### config.mk
export PLATFORM = sky130hd
export DESIGN_NAME = lgs_row_store
export DESIGN_NICKNAME = d
export VERILOG_FILES = /design/src/sv/lgs_pkg.sv /design/src/sv/lgs_row_store.sv
export SDC_FILE = /design/constraint.sdc
export NUM_CORES = 2
export LEC_CHECK = 0
export BUFFER_PORTS_ARGS = -buffer_cell sky130_fd_sc_hd__buf_2
export CAP_MARGIN = 25
export CORE_ASPECT_RATIO = 1.1
export CORE_MARGIN = 2
export CORE_UTILIZATION = 34
export DETAILED_ROUTE_END_ITERATION = 16
export SLEW_MARGIN = 20
export SYNTH_ARGS = -nofsm -noshare
export SYNTH_HDL_FRONTEND = slang
export SYNTH_SLANG_ARGS = --single-unit
### constraint.sdc
create_clock -name clk_i -period 8 [get_ports clk_i]
set_input_delay 0.4 -clock clk_i [delete_from_list [all_inputs] [get_ports clk_i]]
set_output_delay 0.4 -clock clk_i [all_outputs]
set_load 0.02 [all_outputs]
### src/sv/lgs_pkg.sv
// shared constants and helpers for the life generation step unit
// no dependencies; imported by every module of the block
package lgs_pkg;

  // one board row is one word of this many cells
  localparam int unsigned RowW = 64;
  // width of the column count register
  localparam int unsigned ColsW = 7;
  // column count after reset
  localparam logic [ColsW-1:0] ColsReset = 7'd64;
  // default board limits
  localparam int unsigned MaxRowsDef = 64;
  localparam int unsigned MaxColsDef = 64;

  // mask that keeps columns below cols
  function automatic logic [RowW-1:0] col_mask(input logic [ColsW-1:0] cols);
    logic [RowW-1:0] m;
    for (int c = 0; c < RowW; c++) begin
      m[c] = (ColsW'(c) < cols);
    end
    return m;
  endfunction

endpackage

### src/sv/lgs_row_store.sv
// row store: one write port, one read port, registered read data
// depends on lgs_pkg for the row width
module lgs_row_store
  import lgs_pkg::*;
#(
  parameter int unsigned Depth = MaxRowsDef,
  parameter int unsigned IdxW  = 6
) (
  input  logic            clk_i,
  input  logic            wr_en_i,
  input  logic [IdxW-1:0] wr_addr_i,
  input  logic [RowW-1:0] wr_data_i,
  input  logic            rd_en_i,
  input  logic [IdxW-1:0] rd_addr_i,
  output logic [RowW-1:0] rd_data_o
);

  logic [RowW-1:0] mem_q [Depth];
  logic [RowW-1:0] rd_data_q;

  // write port
  always_ff @(posedge clk_i) begin
    if (wr_en_i) begin
      mem_q[wr_addr_i] <= wr_data_i;
    end
  end

  // read port, data holds while no read is issued
  always_ff @(posedge clk_i) begin
    if (rd_en_i) begin
      rd_data_q <= mem_q[rd_addr_i];
    end
  end

  assign rd_data_o = rd_data_q;

endmodule

Word-level counts from Yosys, hierarchy flattened

Memory sizes are Yosys's and may differ from the RTL's. A register that Yosys moved wholly into a read port is not among the register bits.
Cells that the tools add are included.

Order comparisons: 0
Divide/modulo/power cells: 0
Shift operators: 0
$mul: 0
$add $sub $neg: 0
Bitwise logic cells: 0
Reduce and logical (&&, ||, !) cells: 0
Eq/ne operators: 0
Muxes and demuxes: 2

Operators with widths:

| cell             | number |
|---|---|
| 2-to-1 mux 1 bit | 2 |

ROM bits: 0
RAM bits: 4096
Input port bits: 79
Logic and storage cells: 3
Register bits: 0
Memories kept: 1
Latch bits: 0

Memories:

| memory | depth | width | read ports | clocked after Yosys merged registers in | write ports | line                | text |
|---|---|---|---|---|---|---|---|
| mem_q  | 64    | 64    | 1          | 1                                       | 1           | lgs_row_store.sv:18 | `logic [RowW-1:0] mem_q [Depth];` |

Depth between registers and ports, before layout

Word-level depth: 2
Gate-level depth with buffers: 9
Depth with buffers taken out: 5

Worst setup path before layout

OpenSTA, ideal clock, no wires.

Path type: in2reg
Start: in wr_addr_i[3]
End: mem mem_q[48][0], enable pin
Setup slack: 2.164 ns
Stages on the path: 4
Data required time: 7.436 ns
Library setup time: 0.564 ns
Arrival: 5.272 ns
Cells stage by stage: clkbuf_1 nor2b_1 nand4b_1 nor3_1

RTL lines:

| item            | line                | text |
|---|---|---|
| start, declared | lgs_row_store.sv:11 | `input logic [IdxW-1:0] wr_addr_i,` |
| end, declared   | lgs_row_store.sv:18 |  |

No word-level cell before the write port.

==> impl_metrics.ini <==
[timing]
whs_ns = -0.02789
min_period_ns = 3.101
slew_headroom_pct = 21.20
hold_viol_final = 114
skew_ns = 0.05645
max_freq_mhz = 322.5
maxSlewViolCount = 0
rsz0062_at_grt = false
setup_viol = 0
fin_tns_setup_ns = 0
tightestPinTransition_ns = 1.182
fin_crit_sh_pct = 38.76

[global_route]
grt_pass1_wl_mm = 600.7
gr-total-overflow = 0
track_usage_pct = 18.20
antenna_found_initial = 44
grt_max_degree = 140
grt_pass1_vias = 76140

[power_and_ir_drop]
p_per_area_nw_per_um2 = 248.5
leakage_uw = 0.05502
peakVddDrop_v = 0.0001995

[floorplan]
ioPinCount = 143
fp.dieW_um = 651.9
initial_core_util_pct = 34.17
die-height_um = 716.7
dieArea_um2 = 467200
core_area_um2 = 459500
rows = 261

[detailed_routing]
drc_errors = 0
first_iter_violations = 9767
wl_per_cell_um = 32.36
drt_first_pass_iters = 5
totalWireLength_mm = 434.1
via_per_inst = 5.573
antenna_left = 0
vias = 74760

[clock_network]
cts_buffer_depth = 4
postCtsSetupBuffers = 0
cts_buffers = 399
cts.clk_slew.worst_paths_ns = 0.06
root_buffer = clkbuf_16
htreeDepth = 5
clock-sinks = 4160
cts_tree = built
clkLatencyLatePin_ns = 0.97
hold_buffers = 0
cts.repair.resized = 0

[logic_synthesis]
synth_edf_count = 4160
yosys.area.top_type = edfxtp_1
synth_cells = 6598
syn_avg_cell_area_um2 = 23.79
syn_nets = 6677
synth_top_area_share_pct = 79.57
seq_area_frac_synth_pct = 79.57
syn_area_um2 = 157000
post_synth_num_cell_types = 32
async_flop_share_pct = 0
yosys-top-cells-area = edfxtp_1 80%, mux4_2 15%, mux2i_1 0.86%, a22oi_1 0.80%, buf_2 0.54%
ys_seq_elements = 4160
synth_ff_type = edfxtp_1
yosysWarnings = 0

[job]
maxCapViolations = 0

[run_status]
status = finished, violations left
violations = hold timing

[critical_path]
crit_type = in2reg
cp_num_buf_inv = 4
path_max_fanout = 139
cp-end-kind = flop
crit_chain = buf_8 > buf_12 > buf_4 > buf_16 > mux4_2 > nor2b_1 > a211oi_1 > o22ai_1 > and3_1
cp_data_arrival_time_ns = 3.81
required_ns = 8.71
slowest_stage = buf_12
crit_family = buffers and inverters
critPathLaunchType = input pin
slowest_delay_ns = 0.59

[cells_and_area]
layout_commonest_cell = edfxtp_1
post_route_cells_drive_above_1_share_pct = 27.84
fillers = 39980
area_delta_synth_final_pct = 14.59
final_area_um2 = 179900
layout_common_cells = 4,160 x edfxtp_1, 1,024 x mux4_2, 405 x clkbuf_16
fin_nets = 7099

[hold_path]
hp-class = in2reg

[placement]
dp_hpwl_mm = 230.7
placed_area_um2 = 166500
io_buffer_count = 142
place_congestion = 0.7592
==> report_power, final <==
| group | internal (µW) | leakage (µW) | switching [µW] |
|---|---|---|---|
| sequential | 24200 | 0.0375 | 89.9 |
| clock | 10300 | 0.00614 | 8120 |
| combinational | 765 | 0.0114 | 1290 |
==> layout make-up <==
| cell class | count | area, µm² | share of cell area, % |
|---|---|---|---|
| antenna | 25 | 62.56 | 0.03477 |
| inverter | 19 | 71.32 | 0.03964 |
| sequential | 4160 | 124900 | 69.44 |
| tap | 6049 | 7569 | 4.207 |
| multi-input combinational | 2049 | 30780 | 17.11 |
| timing repair buffer | 391 | 3846 | 2.138 |
| clock inverter | 234 | 2203 | 1.225 |
| clock buffer | 488 | 10450 | 5.807 |
==> metal layers <==
layer  routed length [µm]  share of wire, %  up-vias  global-route usage, %
met5                   39            0.0090        -                      0
met4                12530               2.9        6                  5.311
met3                35860               8.3      660                  2.803
met2               217900                50     3539                  31.07
met1               167800                39    41130                  24.13
li1                     -                 -    29420                      -
==> registers in the layout, indices dropped and copies added, names as in the netlist <==
name	flops
mem_q	4096
rd_data_o	64
==> kinds of logic after synthesis <==
kind of cell	count (synthesis)	synth area share (%)
muxes	1159	15.55
DFF	4160	79.57
buffers and inverters	389	1.176
AOI/OAI and AO/OA	504	2.467
and+or+nand+nor	386	1.235
==> cell usage after synthesis, drive strengths merged (58+ instances only) <==
cell type	n
a22oi	168
edfxtp	4160
a211oi	63
mux4	1024
o22ai	83
clkbuf	140
nand2	58
buf	230
a22o	88
nor2	112
and3	64
mux2i	135
==> worst paths after layout <==
check                           slack, ns             to  cells after the start           from
worst max-delay path                 4.90  rd_data_o[42]                      9   rd_addr_i[2]
worst min-delay path                -0.03  mem_q[22][60]                      1  wr_data_i[60]
worst max register to register       5.75  rd_data_o[14]                      5  mem_q[13][14]
worst min register to register       0.91  rd_data_o[62]                      4  mem_q[62][62]
==> metrics by stage <==
stage / worst slack [ns] / power [µW] / util [%] / instances
2_1_floorplan: 2.164 / 25850 / - / 6598
3_3_place_gp: 3.751 / 26740 / 36.11 / 12600
3_5_place_dp: 3.707 / 26790 / 36.23 / 12630
4_1_cts: 4.741 / 44980 / 38.98 / 13350
5_1_grt: 4.739 / 45860 / 39.14 / 13390
6_report: 4.899 / 44700 / 39.15 / 13420
Note: power is estimated with default switching activity, not from simulation.
