--- config.mk ---
export PLATFORM = sky130hd
export DESIGN_NAME = lgs_next_row
export DESIGN_NICKNAME = d
export VERILOG_FILES = /design/src/sv/lgs_pkg.sv /design/src/sv/lgs_next_row.sv
export SDC_FILE = /design/constraint.sdc
export NUM_CORES = 1
export LEC_CHECK = 0
export BUFFER_PORTS_ARGS = -buffer_cell sky130_fd_sc_hd__buf_2
export CAP_MARGIN = 20
export CORE_ASPECT_RATIO = 1.2
export CORE_MARGIN = 5
export CORE_UTILIZATION = 47
export DETAILED_ROUTE_END_ITERATION = 6
export PLACE_DENSITY = 0.83
export RECOVER_POWER = 50
export SYNTH_ARGS = -nofsm -noshare
export SYNTH_HDL_FRONTEND = slang
export SYNTH_SLANG_ARGS = --single-unit
--- constraint.sdc ---
create_clock -name vclk -period 3.6
set_input_delay 0.54 -clock vclk [all_inputs]
set_output_delay 0.54 -clock vclk [all_outputs]
set_load 0.01 [all_outputs]
--- src/sv/lgs_pkg.sv ---
// shared constants and helpers for the life generation step unit
// no dependencies; imported by every module of the block
package lgs_pkg;

  // one board row is one word of this many cells
  localparam int unsigned RowW = 64;
  // width of the column count register
  localparam int unsigned ColsW = 7;
  // column count after reset
  localparam logic [ColsW-1:0] ColsReset = 7'd64;
  // default board limits
  localparam int unsigned MaxRowsDef = 64;
  localparam int unsigned MaxColsDef = 64;

  // mask that keeps columns below cols
  function automatic logic [RowW-1:0] col_mask(input logic [ColsW-1:0] cols);
    logic [RowW-1:0] m;
    for (int c = 0; c < RowW; c++) begin
      m[c] = (ColsW'(c) < cols);
    end
    return m;
  endfunction

endpackage

--- src/sv/lgs_next_row.sv ---
// b3/s23 rule for one row, given the rows above and below
// depends on lgs_pkg for the row width
module lgs_next_row
  import lgs_pkg::*;
(
  input  logic [RowW-1:0] up_i,
  input  logic [RowW-1:0] cur_i,
  input  logic [RowW-1:0] dn_i,
  output logic [RowW-1:0] next_o
);

  localparam logic [3:0] NbrBirth   = 4'd3;
  localparam logic [3:0] NbrSurvive = 4'd2;

  // rows padded with a dead cell on each side
  logic [RowW+1:0] up_x, cur_x, dn_x;

  assign up_x  = {1'b0, up_i, 1'b0};
  assign cur_x = {1'b0, cur_i, 1'b0};
  assign dn_x  = {1'b0, dn_i, 1'b0};

  // one lane per column: count the eight neighbors, apply the rule
  for (genvar c = 0; c < RowW; c++) begin : g_lane
    logic [3:0] nbr;
    assign nbr = 4'(up_x[c]) + 4'(up_x[c+1]) + 4'(up_x[c+2])
               + 4'(cur_x[c]) + 4'(cur_x[c+2])
               + 4'(dn_x[c]) + 4'(dn_x[c+1]) + 4'(dn_x[c+2]);
    assign next_o[c] = (nbr == NbrBirth) || (cur_i[c] && (nbr == NbrSurvive));
  end

endmodule

# --- Word-level counts from Yosys, hierarchy flattened ---
# Cells that the tools add are included.
totals:
  ff_bits: 0
  input_bits: 192
  out_inout_bits: 64
  elab_cells: 697
classes:
  add_sub_neg: 441
  eq_ne: 128
  reduce_logical: 128
ops:
  columns: ["op", "n"]
  rows:
  - ["4-bit by 1-bit adder with 4-bit output", 252]
  - ["4-bit by 2-bit == test with 1-bit output, second input constant", 128]
  - ["3-bit by 1-bit adder with 4-bit output", 63]
  - ["2-bit by 1-bit adder with 3-bit output", 63]
  - ["1-bit by 1-bit adder with 2-bit output", 63]
  - ["1-bit logical AND", 64]
  - ["1-bit logical OR", 64]

# --- Depth between registers and ports, before layout ---
logic_depth:
  word_depth: 10
  ltp_mapped: 9
  ltp_nobuf: 9

# --- Worst setup path after synthesis ---
# Ideal clock, no wire load.
synth_timing:
  path_type: "input to output"
  startpoint: "input port up_i[30]"
  endpoint: "output port next_o[31]"
  arrival_ns: 3.087
  required_ns: 3.060
  path_slack_ns: -0.027
  cell_stages: 9
  path_buffers: 0
  path_cell_list: "inv_1 fa_1 fa_1 fa_1 inv_1 ha_1 fa_1 or2_0 a21oi_1"
synth_between:
  elab_chain_len: 10
  elab_cells_between_ends: 11
  classes_between: "add/sub: 7; eq/ne: 2; reduce/logical: 2"
synth_lines:
  columns: ["item", "line_no", "rtl"]
  rows:
  - ["from (decl)", "lgs_next_row.sv:6", "input logic [RowW-1:0] up_i,"]
  - ["1-bit by 1-bit adder with 2-bit output *", "lgs_next_row.sv:25", "assign nbr = 4'(up_x[c]) + 4'(up_x[c+1]) + 4'(up_x[c+2])"]
  - ["2-bit by 1-bit adder with 3-bit output *", "lgs_next_row.sv:25", null]
  - ["3-bit by 1-bit adder with 4-bit output *", "lgs_next_row.sv:26", "+ 4'(cur_x[c]) + 4'(cur_x[c+2])"]
  - ["4-bit by 1-bit adder with 4-bit output *", "lgs_next_row.sv:26", null]
  - ["4-bit by 1-bit adder with 4-bit output * (3 in series)", "lgs_next_row.sv:27", "+ 4'(dn_x[c]) + 4'(dn_x[c+1]) + 4'(dn_x[c+2]);"]
  - ["4-bit by 2-bit == test with 1-bit output", "lgs_next_row.sv:28", "assign next_o[c] = (nbr == NbrBirth) || (cur_i[c] && (nbr == NbrSurvive));"]
  - ["1-bit logical AND", "lgs_next_row.sv:28", null]
  - ["1-bit logical OR *", "lgs_next_row.sv:28", null]
  - ["to (decl)", "lgs_next_row.sv:9", "output logic [RowW-1:0] next_o"]
# Mark *: on every way between the ends. The rest lies on a longest branch, timed or not.

# --- Worst setup path in the final report ---
layout_timing:
  startpoint: "input port cur_i[6]"
  endpoint: "output port next_o[7]"
layout_between:
  elab_chain_len: 8
  elab_cells_between_ends: 9
  classes_between: "add/sub: 5; eq/ne: 2; reduce/logical: 2"
layout_lines:
  columns: ["item", "line_no", "rtl"]
  rows:
  - ["from (decl)", "lgs_next_row.sv:7", "input logic [RowW-1:0] cur_i,"]
  - ["3-bit by 1-bit adder with 4-bit output *", "lgs_next_row.sv:26", null]
  - ["4-bit by 1-bit adder with 4-bit output *", "lgs_next_row.sv:26", null]
  - ["4-bit by 1-bit adder with 4-bit output * (3 in series)", "lgs_next_row.sv:27", null]
  - ["4-bit by 2-bit == test with 1-bit output", "lgs_next_row.sv:28", null]
  - ["1-bit logical AND", "lgs_next_row.sv:28", null]
  - ["1-bit logical OR *", "lgs_next_row.sv:28", null]
# Marked as above.

==> run_results.csv <==
group,metric,value,unit
cells_and_area,num-nets-final,2228,
sta,min_period,3890,ps
die,die_h,175,um
placed_design,dpl.hpwl,24000,um
routing,totalWireLength,29700,um
routing,wl_met1,9990,um
routing,wl_met3,2060,um
global_routing,grt_pass1_wl,46000,um
synth,synth_top_cell_by_area,"fa_1",
critical_path,crit_arrival,3350,ps
outcome,status,"finished, violations left",
hold_path,hp-class,"in2out",
cells_and_area,area_growth,37.5,%
sta,worst_slack,-286,ps
sta,final_max_slew_viol_count,0,
synth,netlist_instances,1197,
die,core_area,0.0224,mm2
job,cap_violations,0,
sta,slew_headroom,83.4,%
global_routing,grt_usage,20.9,%
synth,syn_area_per_cell,8.95,um2
routing,drtIter0Drc,237,
routing,wl_met2,16600,um
cells_and_area,final_util,65.6,%
routing,ant_nets,0,
sta,rsz0062_at_grt,"true",
synth,ys_top_cells_by_area,"fa_1 47%, ha_1 22%, inv_1 15%",
synth,yosysSeqAreaShare,0,%
pwr,p_leak,7.84,nW
routing,drc,0,
die,io_pins,256,
die,start_util,47.7,%
sta,setup_tns,-11350,ps
critical_path,crit_fanout,2,
placed_design,post-place-ws,-364,ps
placed_design,numPortBuffers,256,
die,die-area,0.0259,mm2
critical_path,cp-end-kind,"primary output",
cells_and_area,clkbuf_count,0,
cells_and_area,drive_gt1_share,43.9,%
routing,vias_per_cell,5.07,
critical_path,crit_type,"in2out",
routing,top_layer,"met5",
synth,yosysTopAreaCellShare,47.1,%
die,die_width,148,um
routing,wl_per_cell,15.8,um
routing,first_pass_iters,4,
sta,hold_violations,0,
sta,finalSetupViolations,61,
hold_path,whs_path_depth,4,
pwr,peakVddDrop,0.220,mV
global_routing,grt_max_degree,4,
sta,max_freq,257,MHz
global_routing,grt_antenna_before_repair,6,
global_routing,grt_pass1_vias,10700,
sta,tightest_slew,248,ps
global_routing,grt_overflow,0,
synth,yosysWarnings,0,
critical_path,crit_required,3060,ps
synth,synth_cell_types,14,
cells_and_area,fillers,1546,
outcome,violations,"setup timing",
critical_path,worstSetupStartpointType,"input pin",
synth,syn-cell-area,0.0107,mm2
placed_design,place_congestion,0.878,
sta,period_share,108,%
die,fp-row-count,60,
hold_path,min-delay-start,"cur_i[17]",
synth,syn-num-nets,1829,
cells_and_area,flops_and_latches,0,
cells_and_area,regArea,0,um2
pwr,power.density,309,mW/mm2
hold_path,hold_path_end,"next_o[17]",
routing,route.vias.total,9508,
==> cell families after synthesis <==
logic type               Yosys count  share of synthesized area (%)
AO/OA/AOI/OAI                    184                           8.61
adder cells (fa/ha/maj)          440                           69.1
buffers and inverters            442                           15.5
AND/OR/NAND/NOR                  131                           6.83
==> worst max path at each step <==
stage / startpoint / end / slack (ps) / cells after the start
final: cur_i[6] / next_o[7] / -290 / 11
after global routing: up_i[57] / next_o[58] / -380 / 11
after CTS: up_i[20] / next_o[21] / -350 / 11
after global placement: up_i[48] / next_o[49] / -350 / 11
after floorplan: up_i[16] / next_o[17] / 3 / 9
after detailed placement: up_i[20] / next_o[21] / -360 / 11
==> per-layer routing <==
layer / global-route usage [%] / vias up
li1: - / 4405
met1: 21.9 / 4654
met2: 42.0 / 350
met3: 4.23 / 93
met4: 4.78 / 6
met5: 0 / -
==> cell usage in the layout (no fill, tap or decap), types with 2 or more instances in the layout <==
cell	n
fa_1	190
o21ai_0	4
buf_6	31
a21oi_1	74
nor3b_1	2
or2_0	6
fa_2	62
o21ai_2	19
o21ai_1	38
ha_4	25
diode_2	4
buf_2	196
ha_1	128
inv_6	2
buf_8	21
inv_4	31
buf_4	148
a21oi_2	48
nor2_1	3
inv_2	80
nand3_1	61
inv_1	329
or2_1	54
ha_2	35
==> where the power goes <==
group | total (mW) | switching [mW] | internal [mW]
combinational | 4.55 | 2.42 | 2.13
sequential | 0 | 0 | 0
clock | 0.000000149 | 0 | 0.000000149
==> Yosys cell counts <==
master     n
a21oi_1  122
a31oi_1    1
fa_1     252
ha_1     188
inv_1    442
nand2_1    1
nand3_1   61
nor2_1     4
nor2b_1    1
nor3_1     1
nor3b_1    2
o21ai_0   61
or2_0     18
or2_1     43
==> per-stage QoR <==
step           power [mW]  instances  hold slack, ps  area, um2
2_1_floorplan        2.54       1197            1220      10800
3_3_place_gp         3.46       1858            1460      13400
3_5_place_dp         3.74       1858            1470      13400
4_1_cts              4.06       1864            1450      13900
5_1_grt              5.16       1876            1470      14700
6_report             4.55       1877            1450      14700
==> area by class of cell <==
type                       instances  area (um2)  share of cell area, %
multi-input combinational        755        9860                   67.0
timing repair buffer             397        2760                   18.7
inverter                         442        1750                   11.9
tap                              279         349                   2.37
antenna                            4        10.0                 0.0680
==> worst max-delay path, stage by stage <==
cell,delay [ps]
buf_2,100
inv_2,50
fa_1,550
fa_1,440
fa_1,510
inv_1,60
ha_2,180
fa_2,520
o21ai_1,80
a21oi_2,140
buf_2,160
==> repair_timing <==
| item | 4_1_cts | 5_1_grt |
|---|---|---|
| pin swaps | 145 | 129 |
| gates resized for setup | 269 | 231 |
| setup endpoints to repair | 61 | 62 |
| setup buffers | 6 | 10 |
| hold buffers | 0 | 0 |
| cloned | 0 | 0 |
(Power assumes the default switching activity.)
